<file path="config.mk">
export PLATFORM = sky130hd
export DESIGN_NAME = cycle_count_to_time_keeper_core
export DESIGN_NICKNAME = d
export VERILOG_FILES = /design/src/hw/rtl/ccttk_pkg.sv /design/src/hw/rtl/cycle_count_to_time_keeper_core.sv /design/src/hw/rtl/ccttk_div.sv
export SDC_FILE = /design/constraint.sdc
export NUM_CORES = 2
export LEC_CHECK = 0
export ABC_AREA = 1
export BUFFER_PORTS_ARGS = -buffer_cell sky130_fd_sc_hd__buf_2
export CORE_AREA = 2 2 386 388
export CTS_BUF_LIST = sky130_fd_sc_hd__clkbuf_2
export CTS_CLUSTER_DIAMETER = 50
export DETAILED_ROUTE_END_ITERATION = 10
export DIE_AREA = 0 0 388 390
export GPL_ROUTABILITY_DRIVEN = 0
export PLACE_DENSITY_LB_ADDON = 0.1
export SLEW_MARGIN = 10
export SYNTH_ARGS = -nofsm -noshare
export SYNTH_HDL_FRONTEND = slang
export SYNTH_SLANG_ARGS = --single-unit
</file>
<file path="constraint.sdc">
create_clock -name aclk -period 9.1 [get_ports aclk]
set_input_delay 0 -clock aclk [delete_from_list [all_inputs] [get_ports aclk]]
set_output_delay 0 -clock aclk [all_outputs]
set_load 0.01 [all_outputs]
</file>
<file path="src/hw/rtl/ccttk_pkg.sv">
// Shared types and constants for the cycle-count time keeper.
// No dependencies; imported by every module of the block.
`default_nettype none

package ccttk_pkg;

    localparam int unsigned SAMPLE_W   = 32;
    localparam int unsigned SUM_W      = 33;
    localparam int unsigned CPM_W      = 23;
    localparam int unsigned CPU_W      = 13;
    localparam int unsigned STEP_W     = 6;
    localparam int unsigned CFG_IDX_W  = 1;

    localparam logic [CFG_IDX_W-1:0] REG_CLOCKS_PER_MS = 1'd0;
    localparam logic [CFG_IDX_W-1:0] REG_CLOCKS_PER_US = 1'd1;

    localparam logic [CPM_W-1:0] CPM_RESET = 23'd100000;
    localparam logic [CPU_W-1:0] CPU_RESET = 13'd100;

    localparam logic [9:0]  MS_PER_SECOND = 10'd1000;
    localparam logic [31:0] US_PER_MS     = 32'd1000;

    // Divide by 1000 as a multiply by ceil(2^38 / 1000) and a shift by 38;
    // exact for every 32-bit dividend.
    localparam int unsigned SEC_Q_W    = 23;
    localparam int unsigned SEC_PROD_W = 61;
    localparam int unsigned SEC_SHIFT  = 38;
    localparam logic [28:0] SEC_RECIP  = 29'h1062_4DD3;

    // Divider pass lengths for the two divisions of one sample.
    localparam logic [STEP_W-1:0] STEPS_MS  = 6'd33;
    localparam logic [STEP_W-1:0] STEPS_US  = 6'd23;

    typedef enum logic [2:0] {
        ST_IDLE,
        ST_MS_START,
        ST_MS_WAIT,
        ST_SEC_QUOT,
        ST_SEC_CARRY,
        ST_US_START,
        ST_US_WAIT,
        ST_DONE
    } state_t;

    typedef struct packed {
        logic              start;
        logic [STEP_W-1:0] steps;
        logic [SUM_W-1:0]  dividend;
        logic [CPM_W-1:0]  divisor;
    } div_req_t;

    typedef struct packed {
        logic             done;
        logic [SUM_W-1:0] quotient;
        logic [CPM_W-1:0] remainder;
    } div_rsp_t;

endpackage

`default_nettype wire

</file>
<file path="src/hw/rtl/cycle_count_to_time_keeper_core.sv">
// Cycle-count time keeper: sequencer, time state and output register.
// Depends on ccttk_pkg and ccttk_div.
//
// s_tdata carries one sample of a free-running 32-bit cycle counter; each
// transfer yields one result on m_tdata: elapsed milliseconds, whole seconds
// and microseconds, all modulo 2^32. The first sample after reset only sets
// the baseline and its result shows the current state.
// cfg_wr_* writes clocks_per_ms (index 0) and clocks_per_us (index 1); write
// them only while no sample is in flight.
// Sequence: one shared bit-serial divider runs twice (33 then 23 quotient
// bits) and a reciprocal multiply carries whole seconds in the states
// ST_SEC_QUOT and ST_SEC_CARRY; the result then loads the output register
// and the sequencer returns to idle for the next sample. A baseline sample
// skips the first division; clocks_per_us of zero skips the last one.
// s_tready is high only while the sequencer is idle.
// Reset: aresetn (synchronous, active low) restores both registers to their
// defaults, clears the time state apart from the payload registers and drops m_tvalid.
// Stall: a finished result waits in the output register while the next
// sample is taken; that result holds in the sequencer until m_tready frees
// the register.
`default_nettype none

module cycle_count_to_time_keeper_core import ccttk_pkg::*; (
    input  wire                  aclk,
    input  wire                  aresetn,

    // Configuration write port.
    input  wire                  cfg_wr_en,
    input  wire [CFG_IDX_W-1:0]  cfg_wr_index,
    input  wire [CPM_W-1:0]      cfg_wr_data,

    // Sample input. tdata: [31:0] counter_value
    input  wire                  s_tvalid,
    output logic                 s_tready,
    input  wire [31:0]           s_tdata,

    // Result output. tdata: [31:0] ms_ticks, [63:32] seconds, [95:64] time_us
    output logic                 m_tvalid,
    input  wire                  m_tready,
    output logic [95:0]          m_tdata
);

    state_t state_reg;
    state_t state_next;

    // Configuration registers.
    logic [CPM_W-1:0]    cpm_reg;
    logic [CPU_W-1:0]    cpu_reg;

    // Time state.
    logic                primed_reg;
    logic [SAMPLE_W-1:0] sample_reg;
    logic [SAMPLE_W-1:0] prev_reg;
    logic [CPM_W-1:0]    rem_reg;
    logic [31:0]         ms_reg;
    logic [31:0]         mark_reg;
    logic [31:0]         sec_reg;
    logic [31:0]         ms_us_reg;
    logic [CPM_W-1:0]    extra_reg;
    logic [SEC_Q_W-1:0]  sec_q_reg;

    // Output register.
    logic                m_valid_reg;
    logic [95:0]         m_data_reg;

    logic                in_xfer;
    logic                out_free;
    logic [SUM_W-1:0]    rem_sum;
    logic [CPM_W-1:0]    ms_divisor;
    logic [31:0]         elapsed;
    logic [SEC_PROD_W-1:0] sec_prod;
    logic [31:0]         sec_step;
    logic [31:0]         time_us;

    div_req_t            div_req;
    div_rsp_t            div_rsp;

    assign in_xfer  = s_tvalid && s_tready;
    assign out_free = !m_valid_reg || m_tready;

    // Wrapped counter difference added to the leftover cycles; never leaves 33 bits.
    assign rem_sum    = {{(SUM_W-CPM_W){1'b0}}, rem_reg}
                      + {1'b0, sample_reg - prev_reg};
    // Treat a zero tick length as one cycle per millisecond.
    assign ms_divisor = (cpm_reg == '0) ? CPM_W'(1) : cpm_reg;
    assign elapsed    = ms_reg - mark_reg;
    // Whole seconds since the mark, by reciprocal multiply.
    assign sec_prod   = SEC_PROD_W'(elapsed) * SEC_PROD_W'(SEC_RECIP);
    // Milliseconds covered by those whole seconds; advance the mark by this.
    assign sec_step   = {{(32-SEC_Q_W){1'b0}}, sec_q_reg}
                      * {{(32-10){1'b0}}, MS_PER_SECOND};
    assign time_us    = ms_us_reg + {{(32-CPM_W){1'b0}}, extra_reg};

    ccttk_div u_div (
        .aclk    (aclk),
        .aresetn (aresetn),
        .req     (div_req),
        .rsp     (div_rsp)
    );

    always_ff @(posedge aclk) begin
        if (!aresetn) begin
            state_reg <= ST_IDLE;
        end else begin
            state_reg <= state_next;
        end
    end

    // Sequencer: next state, handshake and divider requests.
    always_comb begin
        state_next       = state_reg;
        s_tready         = 1'b0;
        div_req.start    = 1'b0;
        div_req.steps    = STEPS_MS;
        div_req.dividend = rem_sum;
        div_req.divisor  = ms_divisor;
        case (state_reg)
            ST_IDLE: begin
                s_tready = 1'b1;
                if (s_tvalid) begin
                    // Baseline sample adds nothing: go straight to the seconds carry.
                    state_next = primed_reg ? ST_MS_START : ST_SEC_QUOT;
                end
            end
            ST_MS_START: begin
                div_req.start = 1'b1;
                state_next    = ST_MS_WAIT;
            end
            ST_MS_WAIT: begin
                if (div_rsp.done) begin
                    state_next = ST_SEC_QUOT;
                end
            end
            ST_SEC_QUOT: begin
                state_next = ST_SEC_CARRY;
            end
            ST_SEC_CARRY: begin
                state_next = ST_US_START;
            end
            ST_US_START: begin
                div_req.steps    = STEPS_US;
                div_req.dividend = {rem_reg, {(SUM_W-CPM_W){1'b0}}};
                div_req.divisor  = {{(CPM_W-CPU_W){1'b0}}, cpu_reg};
                if (cpu_reg == '0) begin
                    state_next = ST_DONE;
                end else begin
                    div_req.start = 1'b1;
                    state_next    = ST_US_WAIT;
                end
            end
            ST_US_WAIT: begin
                if (div_rsp.done) begin
                    state_next = ST_DONE;
                end
            end
            ST_DONE: begin
                // Hold the result until the output register is free.
                if (out_free) begin
                    state_next = ST_IDLE;
                end
            end
            default: begin
                state_next = ST_IDLE;
            end
        endcase
    end

    // Configuration writes; unknown indexes cannot occur with a one-bit index.
    always_ff @(posedge aclk) begin
        if (!aresetn) begin
            cpm_reg <= CPM_RESET;
            cpu_reg <= CPU_RESET;
        end else if (cfg_wr_en) begin
            case (cfg_wr_index)
                REG_CLOCKS_PER_MS: cpm_reg <= cfg_wr_data;
                REG_CLOCKS_PER_US: cpu_reg <= cfg_wr_data[CPU_W-1:0];
                default: ;
            endcase
        end
    end

    // Time state updates, one per sequencer step.
    always_ff @(posedge aclk) begin
        if (!aresetn) begin
            primed_reg <= 1'b0;
            prev_reg   <= '0;
            rem_reg    <= '0;
            ms_reg     <= '0;
            mark_reg   <= '0;
            sec_reg    <= '0;
        end else begin
            case (state_reg)
                ST_IDLE: begin
                    if (in_xfer && !primed_reg) begin
                        primed_reg <= 1'b1;
                        prev_reg   <= s_tdata;
                    end
                end
                ST_MS_START: begin
                    prev_reg <= sample_reg;
                end
                ST_MS_WAIT: begin
                    if (div_rsp.done) begin
                        ms_reg  <= ms_reg + div_rsp.quotient[31:0];
                        rem_reg <= div_rsp.remainder;
                    end
                end
                ST_SEC_CARRY: begin
                    // Advance the mark by whole seconds only; leftover ms stay pending.
                    mark_reg <= mark_reg + sec_step;
                    sec_reg  <= sec_reg + {{(32-SEC_Q_W){1'b0}}, sec_q_reg};
                end
                default: ;
            endcase
        end
    end

    // Payload registers without reset.
    always_ff @(posedge aclk) begin
        if (in_xfer) begin
            sample_reg <= s_tdata;
        end
        if (state_reg == ST_SEC_QUOT) begin
            sec_q_reg <= sec_prod[SEC_PROD_W-1:SEC_SHIFT];
        end
        if (state_reg == ST_US_START) begin
            ms_us_reg <= ms_reg * US_PER_MS;
            extra_reg <= '0;
        end
        if (state_reg == ST_US_WAIT && div_rsp.done) begin
            extra_reg <= div_rsp.quotient[CPM_W-1:0];
        end
    end

    // Output register: load a finished result, drop valid once taken.
    always_ff @(posedge aclk) begin
        if (!aresetn) begin
            m_valid_reg <= 1'b0;
        end else if (state_reg == ST_DONE && out_free) begin
            m_valid_reg <= 1'b1;
        end else if (m_tready) begin
            m_valid_reg <= 1'b0;
        end
    end

    always_ff @(posedge aclk) begin
        if (state_reg == ST_DONE && out_free) begin
            m_data_reg <= {time_us, sec_reg, ms_reg};
        end
    end

    assign m_tvalid = m_valid_reg;
    assign m_tdata  = m_data_reg;

endmodule

`default_nettype wire

</file>
<file path="src/hw/rtl/ccttk_div.sv">
// Shared restoring divider, one quotient bit per cycle.
// Depends on ccttk_pkg for the request and response structs.
`default_nettype none

module ccttk_div import ccttk_pkg::*; (
    input  wire      aclk,
    input  wire      aresetn,
    input  div_req_t req,
    output div_rsp_t rsp
);

    logic              busy_reg;
    logic              done_reg;
    logic [STEP_W-1:0] count_reg;
    logic [SUM_W-1:0]  acc_reg;
    logic [CPM_W-1:0]  part_reg;
    logic [CPM_W-1:0]  divisor_reg;

    logic [CPM_W:0]    trial;
    logic [CPM_W:0]    trial_diff;
    logic              fits;

    // Shift in the next dividend bit and try one subtraction.
    always_comb begin
        trial      = {part_reg, acc_reg[SUM_W-1]};
        trial_diff = trial - {1'b0, divisor_reg};
        fits       = (trial >= {1'b0, divisor_reg});
    end

    always_ff @(posedge aclk) begin
        if (!aresetn) begin
            busy_reg  <= 1'b0;
            done_reg  <= 1'b0;
            count_reg <= '0;
        end else begin
            done_reg <= 1'b0;
            if (req.start) begin
                busy_reg  <= 1'b1;
                count_reg <= req.steps;
            end else if (busy_reg) begin
                count_reg <= count_reg - 1'b1;
                if (count_reg == STEP_W'(1)) begin
                    busy_reg <= 1'b0;
                    done_reg <= 1'b1;
                end
            end
        end
    end

    always_ff @(posedge aclk) begin
        if (req.start) begin
            acc_reg     <= req.dividend;
            part_reg    <= '0;
            divisor_reg <= req.divisor;
        end else if (busy_reg) begin
            acc_reg  <= {acc_reg[SUM_W-2:0], fits};
            part_reg <= fits ? trial_diff[CPM_W-1:0] : trial[CPM_W-1:0];
        end
    end

    assign rsp.done      = done_reg;
    assign rsp.quotient  = acc_reg;
    assign rsp.remainder = part_reg;

endmodule

`default_nettype wire

</file>
# After elaboration in Yosys (flattened, before gate mapping)
# Index checks and enable logic that the tools add are counted.
dict set report word_totals {
  ram_bits 0
  mem_bits_ro 0
  memories 0
  latchBits 0
  reg_bits 482
  out_inout_bits 98
}
dict set report op_classes {
  add_sub_neg 9
  reduce_logical 22
  bitwise 3
  shifts 0
  mux 27
  div 0
  n_eq_ne 13
  multipliers 3
  order_cmp 1
}
# op n
set op_table {}
lappend op_table {{$mux W23} 4}
lappend op_table {{$mux W33} 2}
lappend op_table {{$add A32 B23 Y32} 2}
lappend op_table {{$add A32 B32 Y32} 2}
lappend op_table {{$pmux W32 S2} 1}
lappend op_table {{$sub A32 B32 Y32} 2}
lappend op_table {{$mux W62} 1}
lappend op_table {{$mul A32 B29 Y61 const B} 1}
lappend op_table {{$add A23 B32 Y33} 1}
lappend op_table {{$mul A32 B7 Y29 const B} 1}
lappend op_table {{$mux W32} 1}
lappend op_table {{$mul A23 B7 Y29 const B} 1}
lappend op_table {{$ge A24 B23 Y1} 1}
lappend op_table {{$pmux W3 S8} 1}
lappend op_table {{$logic_not A23 Y1} 1}
lappend op_table {{$sub A23 B23 Y23} 1}
lappend op_table {{$logic_not A13 Y1} 1}
lappend op_table {{$eq A3 B3 Y1 const B} 4}
lappend op_table {{$mux W3} 4}
lappend op_table {{$mux W6} 2}
lappend op_table {{$reduce_and A2 Y1} 5}
lappend op_table {{$mux W1} 9}
lappend op_table {{$reduce_bool A2 Y1} 4}
lappend op_table {{$eq A3 B2 Y1 const B} 2}
lappend op_table {{other kinds (15)} 24}

# Logic depth before layout (Yosys ltp)
dict set report depth {
  ltp_word 6
  depth_mapped 38
}

# Cells and area by module
# A second synthesis with hierarchy kept.
dict set report hier_totals {
  hier_cells 6391
  hier_area_um2 52300.2
}
# mod seq_area_each_um2 n_inst area_per_inst_um2 cells_each
set by_module_without_submodules {}
lappend by_module_without_submodules {cycle_count_to_time_keeper_core 9879.5 1 47086.4 5655}
lappend by_module_without_submodules {ccttk_div 2302.2 1 5213.8 736}

# Worst setup path before layout
# Ideal clock, no wire load.
dict set report synth_path {
  path_type {register -> register}
  startpoint {register ms_reg[3]}
  endpoint {register sec_q_reg[14], data pin}
  t_arrival_ns 7.724
  path_buffers 0
  required_ns 8.841
  setup_ns 0.259
  path_slack_ns 1.117
  stages_incl_launch_ff 31
  path_cell_list {dfxtp_1 -> inv_1 -> ha_1 -> fa_1 -> inv_1 -> a21o_1 -> nand3_1 -> nand2_1 -> a21oi_2 -> o21ai_0 -> xor2_1 -> ha_1 -> fa_1 -> fa_1 -> fa_1 -> fa_1 -> fa_1 -> fa_1 -> fa_1 -> ha_1 -> nand2_1 -> nor2_1 -> inv_1 -> nor4_2 -> nand3_1 -> nand3_1 -> nand2_1 -> nand2_1 -> nand3_1 -> nand2_1 -> xor2_1}
}
dict set report synth_via {
  elab_chain_len 2
}
# item line_no
set synth_rtl {}
lappend synth_rtl {{start, declared} cycle_count_to_time_keeper_core.sv:55} ;# logic [31:0] ms_reg;
lappend synth_rtl {{start signal, assigned} cycle_count_to_time_keeper_core.sv:204} ;# ms_reg <= ms_reg + div_rsp.quotient[31:0];
lappend synth_rtl {{$sub A32 B32 Y32} cycle_count_to_time_keeper_core.sv:86} ;# assign elapsed = ms_reg - mark_reg;
lappend synth_rtl {{$mul A32 B29 Y61} cycle_count_to_time_keeper_core.sv:88} ;# assign sec_prod = SEC_PROD_W'(elapsed) * SEC_PROD_W'(SEC_RECIP);
lappend synth_rtl {{net sec_prod[52]} cycle_count_to_time_keeper_core.sv:71} ;# logic [SEC_PROD_W-1:0] sec_prod;
lappend synth_rtl {{end signal, assigned} cycle_count_to_time_keeper_core.sv:224} ;# sec_q_reg <= sec_prod[SEC_PROD_W-1:SEC_SHIFT];
lappend synth_rtl {{end, declared} cycle_count_to_time_keeper_core.sv:60} ;# logic [SEC_Q_W-1:0] sec_q_reg;
# The timed path passes the listed nets, and every way through them passes these cells.
# A chain may end at the register's enable or synchronous reset.

# Worst setup path in the final report
dict set report layout_path {
  startpoint {register mark_reg[5]}
  endpoint {register sec_q_reg[9], data pin}
}
dict set report layout_via {
  elab_chain_len 2
}
# item line_no
set layout_rtl {}
lappend layout_rtl {{start, declared} cycle_count_to_time_keeper_core.sv:56} ;# logic [31:0] mark_reg;
lappend layout_rtl {{start signal, assigned} cycle_count_to_time_keeper_core.sv:210} ;# mark_reg <= mark_reg + sec_step;
lappend layout_rtl {{$sub A32 B32 Y32} cycle_count_to_time_keeper_core.sv:86}
lappend layout_rtl {{$mul A32 B29 Y61} cycle_count_to_time_keeper_core.sv:88}
lappend layout_rtl {{net sec_prod[47]} cycle_count_to_time_keeper_core.sv:71}
# The timed path passes the listed nets, and every way through them passes these cells.

==> results.txt <==
initial antenna violation count - 4
Mapped Nets - 7301
Synth Cell Area - 51300 sq um
type of the most critical hold path - input pin to register
vias in the first global route - 45200
share of cells above drive strength 1 - 8.35%
final hold vios - 0
Syn Inst Count - 6061
final setup fails - 0
die area - 151000 sq um
crit-path max FO - 5
flops & latches, synth - 479
post-route ant nets - 0
Cell Rows - 141
setup total negative slack - 0 ps
DR vias - 42800
Skew-Pair Late Insertion Delay - 1590 ps
WHS - 290 ps
global route overflow - 0
port bufs - 158
drt initial violations - 2294
most used cell, CP - fa_1
Max stage delay cell, worst path - fa_1
Seq/Total Area, Yosys - 23.8%
Die W - 388 microns
r2r setup slk - 670 ps
Rel. slew slack - 24.0%
Fillers - 15300
largest net degree at the start of global routing - 67
initial cell density of the core - 34.9%
CTS Buffer Depth - 3
I/O pins - 159
nets - 7838
Post-synth ARST share - 0%
# DRC - 0
status - finished, final reports clean
max reg flops - 96
core area - 147000 sq um
hpwl dp - 140000 microns
Avg Cell Area, Syn - 8.46 sq um
Clock transition at path regs - 110 ps
Critical Path Sink Type - register
vias per std cell - 4.95
hold path depth - 4
Critical Path Start Type - register
worst reg2reg path depth - 26
unrepaired setup endpoints after global routing - no
Data required, critical path - 10370 ps
synth warn - 0
WL final - 171000 microns
Setup CP Type - register to register
Synth-to-Final Area Change - 14.3%
Die Y - 390 microns
number of enable flip-flop cells after synthesis - 259
H-tree depth - 4
Max Fclk - 119 MHz
Sink Count - 479
fin crit period - 8430 ps
worst r2r dst - sec_q_reg[9]
fin util - 39.8%
drt wl/cell - 19.7 microns
drt pass-1 iters - 6
clock root buffer - clkbuf_2
global-route wire length before repair - 265000 microns
Hold Path Origin - s_tdata[26]
Num CTS Buffers - 148
critical path arrival - 9700 ps
maxcap violations - 0
Endpoint, Worst Hold - sample_reg[26]
Worst Tran Pin Value - 1140 ps
Netlist cell types - 67
all-layer global routing usage - 22.8%
ys flop type - edfxtp_1
CTS tree - yes
Final Cycle Share - 92.6%
clock skew - 159 ps
r2r startpoint - mark_reg[5]
fin. max-slew vios - 0
CP max stage delay - 620 ps
==> repair_timing <==
action | 4_1_cts | 5_1_grt
hold endpoints to repair | 357 | 0
buffers inserted | 0 | 0
gates resized for setup | 0 | 3
setup endpoints to repair | 0 | 3
hold buffers | 242 | 0
==> how the worst max path moves through the flow <==
stage,start,end
after detailed placement,ms_reg[3],sec_q_reg[14]
after floorplan,ms_reg[3],sec_q_reg[14]
after global placement,ms_reg[3],sec_q_reg[14]
final,mark_reg[5],sec_q_reg[9]
after CTS,ms_reg[3],sec_q_reg[14]
after global routing,ms_reg[24],sec_q_reg[14]
==> logic make-up (layout without fill, tap and decap cells) <==
family | count (synthesis) | count (layout) | synth area share [%]
AOI/OAI and AO/OA | 1148 | 1148 | 12.7
xor gates and xnor gates | 245 | 245 | 4.31
adders and majority gates | 1179 | 1179 | 35.8
buffers and inverters | 1206 | 1860 | 8.87
DFF | 479 | 479 | 23.8
other | 0 | 9 | 0
and+or+nand+nor | 1804 | 1804 | 14.6
==> cell usage after synthesis, types with 16 or more instances <==
master | n | area [sq um]
dfxtp_1 | 220 | 4400
xor2_1 | 155 | 1360
o21ai_1 | 25 | 125
edfxtp_1 | 259 | 7780
a21o_1 | 42 | 315
nor4_1 | 25 | 156
a21oi_1 | 431 | 2160
ha_1 | 700 | 8760
o21ai_0 | 394 | 1970
clkbuf_1 | 63 | 236
nand4_1 | 49 | 307
fa_1 | 479 | 9590
nand2_1 | 904 | 3390
inv_1 | 1108 | 4160
nor2_1 | 535 | 2010
nand3_1 | 172 | 861
nor3_1 | 47 | 235
a31oi_1 | 83 | 519
o211ai_1 | 31 | 233
xnor2_1 | 83 | 727
o21bai_1 | 40 | 300
nand2_2 | 16 | 100
==> worst max-delay path: cells and delay by family, from the launching register on <==
kind	cells	cell delay (ps)
AO/OA/AOI/OAI	10	2030
XOR/XNOR	2	550
adder cells (fa/ha/maj)	10	4490
buffers and inverters	2	310
flip-flops	1	390
AND/OR/NAND/NOR	2	340
==> per-stage QoR <==
stage                     setup WS, ps  instances  instance area (sq um)
after global placement             597       8136                  54700
final                              674       8654                  58600
after floorplan                   1120       6061                  51300
after CTS                          437       8645                  58600
after global routing               132       8654                  58600
after detailed placement           567       8136                  54700
==> cell type report <==
| cell class | instances | area (sq um) | share of cell area (%) |
|---|---|---|---|
| Clock buffer | 222 | 1110 | 1.90 |
| Antenna cell | 9 | 22.5 | 0.0384 |
| Inverter | 1118 | 4200 | 7.16 |
| Timing Repair Buffer | 475 | 3780 | 6.45 |
| Clock inverter | 45 | 304 | 0.519 |
| Sequential cell | 479 | 12200 | 20.8 |
| Tap cell | 1930 | 2410 | 4.12 |
| Multi-Input combinational cell | 4376 | 34600 | 59.0 |
==> layer usage <==
metal  track usage [%]  routed length, microns  vias to the layer above
met1              28.8                   75700                    20600
met4              7.61                    5200                        0
li1                  -                       -                    21100
met3              3.19                    6590                      269
met5                 0                       0                        -
met2              39.9                   83400                      846
==> cell usage in the layout, fill, tap and decap left out, types with 10 or more instances in the layout <==
master and n:
nor3_1 45, nand4_1 49, edfxtp_1 259, a21oi_1 431
nand2_1 903, inv_2 11, a21o_1 42, dfxtp_1 220
buf_2 157, buf_4 76, o221ai_1 12, o21a_1 14
a21boi_0 10, o22ai_1 11, nor4_1 24, nand3_1 172
nand2_2 17, o21ai_0 394, o21ai_1 25, xor2_1 154
dlygate4sd3_1 242, ha_1 700, o211ai_1 31, o21bai_1 40
nor2_1 531, xnor2_1 83, nand3b_1 10, a31oi_1 83
clkbuf_2 222, clkinv_1 26, a221oi_1 10, inv_1 1106
fa_1 479
Power is not shown: default switching activity piles up to over one toggle a cycle in this logic, so the estimate is an artifact.
